## src/design/sapr_queue.sv

```systemverilog
`timescale 1ns / 1ps
// ----------------------------------------------------------------------------
// sapr_queue
// Two-entry queue between the front and the back.
// ----------------------------------------------------------------------------
module sapr_queue #(
  parameter int WIDTH = 36
) (
  input  logic             clk,
  input  logic             rst,
  input  logic             push,
  input  logic [WIDTH-1:0] push_data,
  input  logic             pop,
  output logic [WIDTH-1:0] pop_data,
  output logic             valid,
  output logic             full,
  output logic [1:0]       count
);

  logic [WIDTH-1:0] mem [2];
  logic             wr_ptr;
  logic             rd_ptr;

  assign valid    = (count != 2'd0);
  assign full     = (count == 2'd2);
  assign pop_data = mem[rd_ptr];

  always_ff @(posedge clk) begin
    if (push) begin
      mem[wr_ptr] <= push_data;
    end
  end

  always_ff @(posedge clk) begin
    if (rst) begin
      wr_ptr <= 1'b0;
      rd_ptr <= 1'b0;
      count  <= 2'd0;
    end else begin
      if (push) wr_ptr <= !wr_ptr;
      if (pop)  rd_ptr <= !rd_ptr;
      count <= count + 2'(push) - 2'(pop);
    end
  end

endmodule

```

## config.mk

```make
export PLATFORM = sky130hd
export DESIGN_NAME = sapr_queue
export DESIGN_NICKNAME = d
export VERILOG_FILES = /design/src/design/sapr_queue.sv
export SDC_FILE = /design/constraint.sdc
export NUM_CORES = 1
export LEC_CHECK = 0
export ABC_CLOCK_PERIOD_IN_PS = 4500
export CORE_ASPECT_RATIO = 1.5
export CORE_MARGIN = 3
export CORE_UTILIZATION = 65
export DETAILED_ROUTE_END_ITERATION = 7
export DONT_BUFFER_PORTS = 1
export HOLD_SLACK_MARGIN = 0.08
export PLACE_DENSITY = 0.81
export SYNTH_ARGS = -nofsm -noshare
export SYNTH_HDL_FRONTEND = slang
export SYNTH_SLANG_ARGS = --single-unit
```

## constraint.sdc

```tcl
create_clock -name clk -period 4.5 [get_ports clk]
set_input_delay 0.45 -clock clk [delete_from_list [all_inputs] [get_ports clk]]
set_output_delay 0.45 -clock clk [all_outputs]
set_load 0.05 [all_outputs]
```

-- Word level (Yosys, flattened, before mapping)
Memories as Yosys holds them, arrays and structs flattened. A register that Yosys moved wholly into a read port is not among the register bits.
Index checks and enable logic that the tools add are counted.
Widths: inputs -> output; s select.
- flip-flop bits (word level): 4
- bits in writable memories: 72
- input bits: 40
- word-level logic and storage cells: 14
- memories: 1
- memory list (name ; depth ; width ; read ports ; clocked after memory_dff ; write ports ; RTL line ; text):
    mem ; 2 ; 36 ; 1 ; 1 ; 1 ; 20 ; logic [WIDTH-1:0] mem [2];
- add/subtract/negate cells: 2
- equal/unequal tests: 1
- multiplexer cells: 4
- reductions and logical operators: 3
- operators with widths (operator ; count):
    $mux 1 ; 4
    $add 2x1->2 ; 1
    $eq 2x2->1 const B ; 1
    $logic_not 1->1 ; 2
    $reduce_bool 2->1 ; 1
    $sub 2x1->2 ; 1

-- Depth between registers and ports, before layout
- depth in word-level cells: 3
- depth in mapped cells: 6
- depth with buffers taken out: 6

-- Worst setup path after synthesis
No wires, ideal clock.
- path kind: input -> register
- start point: input push
- end point: memory mem[0][0], enable pin
- library setup time: 0.433 ns
- arrival time: 2.068 ns
- data required time: 4.067 ns
- slack: 1.998 ns
- stages on the path: 1
- buffers on the path: 0
- path through: nor2b_1
- word-level cells in the longest chain between the ends: 2
- ends and longest elaborated chain (element ; RTL line ; text):
    start: declaration ; 11 ; input logic push,
    $mux 1 ; 29 ; if (push) begin
    $mux 1 (implied by the code) ; 30 ; mem[wr_ptr] <= push_data;
    end: declaration ; 20 ;
No other way between the ends.

==> impl_metrics.tcl <==
set metrics [dict create \
    status "finished clean" \
    ctsRootBufferMaster "clkbuf_8" \
    worstPathArrival_ns 1.99 \
    die_area_sq_mm 0.00543 \
    synth.area.mux_share_pct 17.4 \
    yosys.area_share.adder_pct 0.842 \
    finalHoldWorstSlack_ns 0.181 \
    grt_pass1_vias 1273 \
    power.leakage_uw 0.00111 \
    hold_start "rst" \
    irDropWorstVdd_mv 0.376 \
    drtPass1Iterations 4 \
    setup_tns_ns 0 \
    finalCritPeriodShare_pct 54.3 \
    clk_latency_ns 0.34 \
    synth-xor-area-share_pct 1.35 \
    finalClockSkew_ns 0.00899 \
    vias_per_cell 6.18 \
    wire_per_inst_um 22.4 \
    path_cells "mux2_2" \
    required_ns 4.05 \
    p_per_area_mw_per_mm2 501 \
    syn2layout_area_growth_pct 5.18 \
    fin_area_sq_mm 0.00312 \
    ctsLongestPathBuffers 2 \
    fin_nets 182 \
    synthSimpleGateAreaFrac_pct 1.56 \
    postRouteWirelength_mm 4.27 \
    slew_headroom_pct 25.4 \
    numCtsBuffers 9 \
    setup-violations-final 0 \
    cts_resized 0 \
    placed_area_sq_mm 0.00297 \
    dp_hpwl_mm 2.75 \
    crit_family "flip-flops" \
    die_x_um 61.2 \
    path_buf_inv 0 \
    cpPeakStageDelay_ns 1.07 \
    hold_viol_final 0 \
    antennaDiodeCount 0 \
    dp_slack_ns 2.40 \
    cts_setup_buffers 0 \
    rows 29 \
    synth-compound-area-share_pct 0 \
    numPortBuffers 0 \
    synth_top_family_by_area "multiplexers" \
    min_period_ns 2.44 \
    ys_ff_latch 77 \
    synth_nets 175 \
    cts_tree "built" \
    fmax_ghz 0.410 \
    rsz0062_at_grt "false" \
    cp_slowest_cell "dfxtp_2" \
    ioPinCount 80 \
    antenna_found_initial 0 \
    post-route-drc-count 0 \
    crit_path_start_kind "flip-flop" \
    first_iter_violations 30 \
    worstSetupPathType "reg -> out" \
    synth.avg_cell_area_sq_um 22.3 \
    h-tree-depth 3 \
    timing.max_cap.violations 0 \
    grt_use_total_pct 17.0 \
    grt_overflow 0 \
    worstMarginPinSlew_ns 1.12 \
    worstReg2RegStart "count[0]" \
    initial_utilization_pct 68.8 \
    fp.dieH_um 88.8 \
    synth_cell_types 14 \
    grt_max_degree 37 \
    cp_max_fo 36 \
    min_path_type "in -> reg" \
    syn_area_sq_mm 0.00297 \
    antenna_left 0 \
    ctsHoldBuffers 0 \
    core_region_area_sq_mm 0.00432 \
    report.final.slew_viol_count 0 \
    postSynthCellCount 133 \
    grt_first_pass_wirelength_mm 6.17 \
    ys_warn_count 0 \
    vias 1181 \
    seq_area_frac_synth_pct 76.2 \
    drive_gt1_share_pct 36.6 \
    place_congestion 0.633 \
    cts.sinks 77 \
    final.setup.worst_slack_ns 2.06 \
    worst_setup_path_end_kind "output port" \
    clkTransAtPathRegs_ns 0.07 \
]
==> cell usage after synthesis <==
cell	count	area share (%)
or2_2	1	0.21
buf_12	3	2.0
and2_1	1	0.21
mux2_4	30	15
xnor2_1	2	0.59
xnor3_1	1	0.76
dfxtp_1	5	3.4
inv_1	2	0.25
edfxtp_1	72	73
ha_1	2	0.84
mux2_2	6	2.3
buf_6	1	0.38
nor2b_1	3	0.63
nor2_1	4	0.51
==> per-layer routing <==
layer / routed length, um / global-route usage (%) / vias up / share of wire, %
li1: - / - / 523 / -
met1: 1370 / 15.6 / 587 / 32
met2: 2350 / 29.1 / 62 / 55
met3: 456 / 8.76 / 9 / 11
met4: 85 / 9.47 / 0 / 2.0
met5: 0 / 0 / - / 0
==> final cells by class <==
cell class	instances	area (sq um)
sequential	77	2260
multi-input combinational	50	638
tap	46	57.6
clock inverter	6	30.0
clock buffer	10	128
inverter	2	7.51
fill	255	1190
==> sequential cells by signal (all words and copies together), names as in the netlist, named ones only <==
name    count
mem        72
rd_ptr      1
wr_ptr      1
count       2
==> layout by cell type, fill, tap and decap left out <==
master	netlist	routed
and2_2	0	1
clkbuf_1	0	1
clkbuf_8	0	9
clkinv_1	0	2
clkinv_2	0	3
clkinvlp_4	0	1
dfxtp_1	5	4
dfxtp_2	0	1
edfxtp_1	72	72
ha_1	2	2
inv_1	2	2
mux2_2	6	6
mux2_4	30	30
nor2_1	4	4
nor2b_1	3	2
nor2b_4	0	1
or2_2	1	1
xnor2_1	2	2
xnor3_1	1	1
==> final timing paths <==
path	endpoint	slack, ns	cells after the start
worst max-delay path	pop_data[1]	2.06	1
worst min-delay path	count[1]	0.18	1
worst max register to register	count[1]	2.71	6
worst min register to register	flip-flop	0.56	2
==> per-stage QoR <==
step / util [%] / cells / power [uW]
final: 72.4 / 191 / 1560
after detailed placement: 68.7 / 175 / 1170
after global routing: 72.4 / 191 / 1610
after floorplan: - / 133 / 1150
after CTS: 72.4 / 191 / 1580
after global placement: 68.7 / 175 / 1160
==> kinds of logic (layout without fill, tap and decap cells) <==
family                     count (synthesis)  count (layout)
and+or+nand+nor                            9               9
muxes                                     36              36
adders and majority gates                  2               2
DFF                                       77              77
buffers and inverters                      6              18
xor gates and xnor gates                   3               3
==> where the power goes <==
group	internal (uW)	switching (uW)
clock network	193	224
logic	77.8	188
registers	836	46.0
total	1110	458
Note: power is estimated with default switching activity, not from simulation.
