<file path="config.mk">
export PLATFORM = sky130hd
export DESIGN_NAME = sapr_front
export DESIGN_NICKNAME = d
export VERILOG_FILES = /design/src/design/sapr_pkg.sv /design/src/design/sapr_front.sv
export SDC_FILE = /design/constraint.sdc
export NUM_CORES = 1
export LEC_CHECK = 0
export ABC_AREA = 1
export ABC_CLOCK_PERIOD_IN_PS = 6300
export CORE_ASPECT_RATIO = 0.8
export CORE_MARGIN = 2
export CORE_UTILIZATION = 45
export CTS_BUF_LIST = sky130_fd_sc_hd__clkbuf_2
export CTS_CLUSTER_DIAMETER = 50
export DETAILED_ROUTE_END_ITERATION = 7
export DONT_BUFFER_PORTS = 1
export PLACE_DENSITY = 0.63
export SYNTH_ARGS = -nofsm -noshare
export SYNTH_HDL_FRONTEND = slang
export SYNTH_SLANG_ARGS = --single-unit
</file>
<file path="constraint.sdc">
create_clock -name clk -period 6.3 [get_ports clk]
set_clock_uncertainty 0.2 [all_clocks]
set_input_delay 0.315 -clock clk [delete_from_list [all_inputs] [get_ports clk]]
set_output_delay 0.315 -clock clk [all_outputs]
set_load 0.05 [all_outputs]
</file>
<file path="src/design/sapr_pkg.sv">
`timescale 1ns / 1ps
// ----------------------------------------------------------------------------
// sapr_pkg
// Shared constants for the slewed all-pass phase rotator.
// ----------------------------------------------------------------------------
package sapr_pkg;

  localparam int PHASE_W = 17;
  localparam int SLEW_W  = 17;
  localparam int ITHO_W  = 24;
  localparam int DATA_W  = 32;
  localparam int ADDR_W  = 3;

  localparam logic [PHASE_W-1:0] PHASE_ONE = 17'd65536;
  localparam logic [30:0]        A_MAX     = 31'd1073740750;

  localparam logic [SLEW_W-1:0] SLEW_RESET = 17'd297;
  localparam logic [ITHO_W-1:0] ITHO_RESET = 24'd918397;

  typedef enum logic {
    REG_SLEW_STEP = 1'b0,
    REG_INV_TAN   = 1'b1
  } reg_idx_t;

endpackage

</file>
<file path="src/design/sapr_front.sv">
`timescale 1ns / 1ps
// ----------------------------------------------------------------------------
// sapr_front
// Accepts requests, slews the phase toward the target and classifies the
// request as bypass or lattice, with the tangent table index.
// ----------------------------------------------------------------------------
module sapr_front #(
  parameter int TAN_TABLE_DEPTH = 1024,
  parameter int SAMPLE_WIDTH    = 24,
  parameter int IDX_W           = 11
) (
  input  logic                                 clk,
  input  logic                                 rst,
  input  logic                                 in_valid,
  output logic                                 in_ready,
  input  logic signed [SAMPLE_WIDTH-1:0]       sample_in,
  input  logic [sapr_pkg::PHASE_W-1:0]         target_phase,
  input  logic [sapr_pkg::SLEW_W-1:0]          slew_step,
  input  logic                                 q_full,
  output logic                                 q_push,
  output logic signed [SAMPLE_WIDTH-1:0]       q_sample,
  output logic                                 q_zero,
  output logic [IDX_W-1:0]                     q_idx
);

  localparam int PROD_W = sapr_pkg::PHASE_W + $clog2(TAN_TABLE_DEPTH) + 2;

  logic [sapr_pkg::PHASE_W-1:0] current_phase;
  logic [sapr_pkg::PHASE_W-1:0] current_phase_next;
  logic [sapr_pkg::PHASE_W-1:0] target;
  logic [sapr_pkg::PHASE_W-1:0] diff;
  logic [PROD_W-1:0]            idx_full;

  always_comb begin
    target = (target_phase > sapr_pkg::PHASE_ONE) ? sapr_pkg::PHASE_ONE : target_phase;
    current_phase_next = current_phase;
    diff = '0;
    if (slew_step == '0) begin
      current_phase_next = target;
    end else if (current_phase < target) begin
      diff = target - current_phase;
      current_phase_next = (diff > slew_step) ? current_phase + slew_step : target;
    end else if (current_phase > target) begin
      diff = current_phase - target;
      current_phase_next = (diff > slew_step) ? current_phase - slew_step : target;
    end
    idx_full = (PROD_W'(current_phase_next) * PROD_W'(TAN_TABLE_DEPTH)
                + PROD_W'(32768)) >> 16;
    if (idx_full > PROD_W'(TAN_TABLE_DEPTH)) begin
      idx_full = PROD_W'(TAN_TABLE_DEPTH);
    end
  end

  assign in_ready = !q_full;
  assign q_push   = in_valid && !q_full;
  assign q_sample = sample_in;
  assign q_zero   = (current_phase_next == '0);
  assign q_idx    = idx_full[IDX_W-1:0];

  always_ff @(posedge clk) begin
    if (rst) begin
      current_phase <= '0;
    end else if (q_push) begin
      current_phase <= current_phase_next;
    end
  end

endmodule

</file>
Yosys cells after proc, flatten, opt, wreduce, memory -nomap -nowiden

Cells that the tools add are included.

Muxes and demuxes: 7
$add $sub $neg: 5
Reductions and logical operators: 4
Order comparisons: 6

Operators by type and width:

| operator                                                                          | number |
|---|---|
| 17-bit two-way mux                                                                | 6 |
| 17-bit greater-than comparator                                                    | 3 |
| 17-bit subtractor                                                                 | 3 |
| 17-bit zero test                                                                  | 2 |
| 27-bit by 16-bit adder with 28-bit output, second input constant                  | 1 |
| 17-bit adder                                                                      | 1 |
| 17-bit greater-than comparator, second input constant                             | 1 |
| 17-bit < comparator                                                               | 1 |
| 12-bit by 11-bit greater-than comparator with 1-bit output, second input constant | 1 |
| 11-bit two-way mux                                                                | 1 |
| 1-bit logical AND                                                                 | 1 |
| 1-bit zero test                                                                   | 1 |

Output and inout port bits: 38
Bits in registers: 17
Logic and storage cells: 23
Bits of input ports: 62

Logic depth before layout (Yosys ltp)

Word-level depth: 11
Mapped depth: 45
Depth with buffers taken out: 42

Least setup slack after synthesis

Ideal clock, no wire load.

Kind: input to output
Start: input port target_phase[10] (netlist name)
End: output port q_idx[0]
Data required time: 5.785 ns
Stages on the path: 41
Arrival time: 5.530 ns
Slack: 0.255 ns
Cell sequence: nor2_1 > nand3_1 > nor2_1 > a21oi_1 > buf_2 > nor2_1 > ha_1 > inv_1 > fa_1 > a21oi_1 > o221ai_1 > nand3_1 > o2111ai_1 > xor2_1 > inv_1 > ha_1 > nand2_1 > nor2_1 > [... 5 more ...] > buf_4 > nand2_1 > nand3_1 > nand2_1 > nand2_1 > nand3_1 > nand2_1 > ha_1 > inv_1 > a21oi_1 > nand2_1 > inv_1 > nand3_1 > nand2_1 > nand3_1 > nor2_2 > nor2_4 > nor2_1

Cells in the longest elaborated chain, start to end: 11
Elaborated cells on any way between the ends: 16

Ends and longest elaborated chain:

| what                                                       | RTL line         | source |
|---|---|---|
| from (decl)                                                | sapr_front.sv:17 | `input logic [sapr_pkg::PHASE_W-1:0] target_phase,` |
| 17-bit greater-than comparator                             | sapr_front.sv:35 | `target = (target_phase > sapr_pkg::PHASE_ONE) ? sapr_pkg::PHASE_ONE : target_phase;` |
| 17-bit two-way mux (*)                                     | sapr_front.sv:35 |  |
| 17-bit subtractor                                          | sapr_front.sv:44 | `diff = current_phase - target;` |
| 17-bit greater-than comparator                             | sapr_front.sv:45 | `current_phase_next = (diff > slew_step) ? current_phase - slew_step : target;` |
| 17-bit two-way mux                                         | sapr_front.sv:45 |  |
| 17-bit two-way mux                                         | sapr_front.sv:43 | `end else if (current_phase > target) begin` |
| 17-bit two-way mux                                         | sapr_front.sv:40 | `end else if (current_phase < target) begin` |
| 17-bit two-way mux (*)                                     | sapr_front.sv:38 | `if (slew_step == '0) begin` |
| net current_phase_next (one bit)                           | sapr_front.sv:29 | `logic [sapr_pkg::PHASE_W-1:0] current_phase_next;` |
| 27-bit by 16-bit adder with 28-bit output (*)              | sapr_front.sv:48 | `+ PROD_W'(32768)) >> 16;` |
| 12-bit by 11-bit greater-than comparator with 1-bit output | sapr_front.sv:49 | `if (idx_full > PROD_W'(TAN_TABLE_DEPTH)) begin` |
| 11-bit two-way mux (*)                                     | sapr_front.sv:49 |  |
| to (decl)                                                  | sapr_front.sv:23 | `output logic [IDX_W-1:0] q_idx` |

The timed path passes the listed nets; every way through them passes the cells marked *.

Worst setup path after layout

Start: input port target_phase[2] (netlist name)
End: output port q_idx[6]

Cells in the longest elaborated chain, start to end: 11
Elaborated cells on any way between the ends: 16

Ends and longest elaborated chain:

| what                                                       | RTL line |
|---|---|
| 17-bit greater-than comparator                             | sapr_front.sv:35 |
| 17-bit two-way mux (*)                                     | sapr_front.sv:35 |
| 17-bit subtractor                                          | sapr_front.sv:44 |
| 17-bit greater-than comparator                             | sapr_front.sv:45 |
| 17-bit two-way mux                                         | sapr_front.sv:45 |
| 17-bit two-way mux                                         | sapr_front.sv:43 |
| 17-bit two-way mux                                         | sapr_front.sv:40 |
| 17-bit two-way mux (*)                                     | sapr_front.sv:38 |
| 27-bit by 16-bit adder with 28-bit output (*)              | sapr_front.sv:48 |
| 12-bit by 11-bit greater-than comparator with 1-bit output | sapr_front.sv:49 |
| 11-bit two-way mux (*)                                     | sapr_front.sv:49 |

Every way passes the cells marked *; elsewhere a longest branch is shown, timed or not.

==> impl_metrics.py <==
metrics = {
    "worst_setup_path": {
        "cp.required_ps": 5780,
        "cp-end-kind": "output pin",
        "cp_max_fo": 6,
        "criticalPathCategory": "input pin to output pin",
        "crit_start": "target_phase[2]",
        "cpPeakStageDelay_ps": 330,
        "rrSetupSlack_ps": 1480,
        "timing.rr.start": "current_phase[9]$_SDFFE_PP0P_",
        "cp_data_arrival_time_ps": 5650,
        "cp-start-kind": "input pin",
        "crit_slowest_cell": "ha_1",
    },
    "power_and_ir_drop": {
        "pwr_density_cell_nw_per_um2": 292,
        "cellLeakagePower_nw": 4.84,
        "worst_ir_drop_vdd_mv": 0.517,
        "finalPower_mw": 2.60,
    },
    "synthesis": {
        "synth_cell_types": 45,
        "synth_top_family_by_area": "simple AND/OR/NAND/NOR gates",
        "avgSynthCellArea_um2": 5.66,
        "ys_ff_latch": 17,
        "synthCells": 1232,
        "synthSimpleGateAreaFrac": 0.379,
        "syn_nets": 1398,
        "ys_warn_count": 0,
        "synthMuxAreaShare": 0,
        "synthAdderAreaFrac": 0.191,
        "synth_xor_area_frac": 0.0490,
        "synthArstFlopShare": 0,
        "synth_edf_count": 0,
        "synth-seq-area-share": 0.0488,
        "synthFlopType": "dfxtp_1",
        "synth-compound-area-share": 0.161,
        "syn_area_um2": 6980,
    },
    "floorplan": {
        "fp.coreArea_um2": 15100,
        "num_rows": 40,
        "fp.dieH_um": 115,
        "die_x_um": 143,
        "start_util": 0.462,
        "die_area_um2": 16500,
        "ioPinCount": 100,
    },
    "timing": {
        "setup_tns_ps": 0,
        "finalHoldViolCount": 0,
        "setup_viol": 0,
        "drv_slew": 0,
        "final.period_utilization": 0.978,
        "slew_headroom": 0.415,
        "tightest_slew_ps": 875,
        "min_period_ps": 6160,
        "max_clock_freq_ghz": 0.162,
    },
    "clock_tree": {
        "clock-root-buffer": "clkbuf_2",
        "cts_inserted_buffers": 3,
        "cts_max_path_buffers": 2,
        "cts_tree": "built",
        "cts_max_level": 1,
        "clk_pin_slew_ps": 210,
        "clk_latency_ps": 370,
        "cts.sinks": 17,
    },
    "finish": {
        "multi_input_area_um2": 6020,
        "layout_common_cells": "nand2_1, inv_1, buf_4",
        "drive_gt1_frac": 0.255,
        "ff_latch_area_um2": 340,
        "final_common_cell": "nand2_1",
        "largest_registers": "current_phase: 17 flops",
        "largest_register_ffs": 17,
        "fillers": 1498,
        "syn2layout_area_growth_pct": 27.8,
        "nNetsFinal": 1524,
        "max_flop_register": "current_phase",
    },
    "global_route": {
        "antenna_found_initial": 1,
        "grt_start_max_net_pins": 26,
        "grt_use_total": 0.322,
        "grt_pass1_vias": 7581,
        "grt_pass1_wl_um": 40900,
        "overflow": 0,
    },
    "routing": {
        "first_iter_violations": 892,
        "firstDrtPassIters": 6,
        "wl_per_cell_um": 17.1,
        "antenna_left": 0,
        "dr_total_vias": 8371,
        "drt_wl_total_um": 26800,
        "viasPerCell": 5.34,
        "drcViolationCount": 0,
    },
    "worst_hold_path": {
        "hp-start": "rst",
        "hold_class": "input pin to flip-flop",
    },
    "place": {
        "io_buffers": 0,
        "gp_congestion": 1.03,
        "dp_hpwl_um": 22500,
    },
    "run_status": {
        "status": "complete, no violations",
    },
    "run": {
        "max-cap-violations": 0,
    },
}
## report_power, final
group          switching (mW)  leakage, nW  internal, mW
Clock                  0.0443       0.0166        0.0167
Sequential             0.0161        0.140         0.119
Combinational            1.41         4.68         0.990
Total                    1.47         4.84          1.13
## stage by stage
| stage | instance area [um2] | cells | utilization | worst slack [ps] | hold slack, ps |
|---|---|---|---|---|---|
| 6_report | 8920 | 1569 | 0.590 | 137 | 51.6 |
| 5_1_grt | 8920 | 1568 | 0.590 | -76.4 | 36.2 |
| 4_1_cts | 8260 | 1557 | 0.547 | 21.2 | 19.9 |
| 3_5_place_dp | 8170 | 1550 | 0.541 | -385 | 203 |
| 3_3_place_gp | 8170 | 1550 | 0.541 | -361 | 200 |
| 2_1_floorplan | 6980 | 1232 | - | 255 | 271 |
## synth_stat cells, drive strengths merged (2+ instances only)
library cell	number	area, um2
ha	100	1250
nand3	103	561
dfxtp	17	340
o31ai	2	15.0
o211ai	4	30.0
and2	4	25.0
nor2	100	423
nand4	19	119
a211oi	4	30.0
nand2	349	1360
inv	208	781
o21a	2	15.0
nor4	6	37.5
a21oi	109	583
a31oi	6	37.5
nor3	14	92.6
buf	53	373
o21ai	57	285
clkbuf	9	33.8
xor2	32	280
nand3b	3	22.5
fa	4	80.1
o21bai	3	22.5
a21boi	2	15.0
a21o	7	52.6
or2	2	12.5
xnor2	7	61.3
## cells by family (layout without fill, tap and decap cells)
kind of cell | after synthesis | in the layout
AO/OA/AOI/OAI | 201 | 201
flip-flops | 17 | 17
AND/OR/NAND/NOR | 600 | 601
XOR/XNOR | 39 | 39
other | 0 | 2
buffers and inverters | 271 | 395
adder cells (fa/ha/maj) | 104 | 104
## final cells by class
class / instances / share of cell area
antenna: 2 / 0.000561
clock buffer: 4 / 0.00224
sequential: 17 / 0.0382
inverter: 209 / 0.0888
tap: 210 / 0.0295
multi-input combinational: 945 / 0.675
timing repair buffer: 182 / 0.166
## metal layers
layer,wire (um),track usage
met2,10900,0.476
met4,550,0.0647
met5,0,0
met3,3050,0.0625
met1,12300,0.484
## timing repair
action                                 CTS  global route
hold buffers                             1             0
pin swaps                                4            43
gates resized for setup                 15           151
buffers inserted                         2             9
setup endpoints to repair               12            12
cloned                                   0             1
endpoints found under the hold margin   12             0
## path summary, 6_finish.rpt
| check | to | cells past startpoint |
|---|---|---|
| max reg2reg | current_phase[0]$_SDFFE_PP0P_ | 29 |
| min | current_phase[13]$_SDFFE_PP0P_ | 3 |
| max | q_idx[6] | 43 |
| min reg2reg | current_phase[2]$_SDFFE_PP0P_ | 2 |
## critical path, delay by kind of cell
family / cells / cell delay, ps
and+or+nand+nor: 25 / 2620
adders and majority gates: 2 / 500
xor gates and xnor gates: 1 / 160
buffers and inverters: 10 / 1190
AOI/OAI and AO/OA: 5 / 850
No activity file was read; power rests on OpenSTA's default activity.
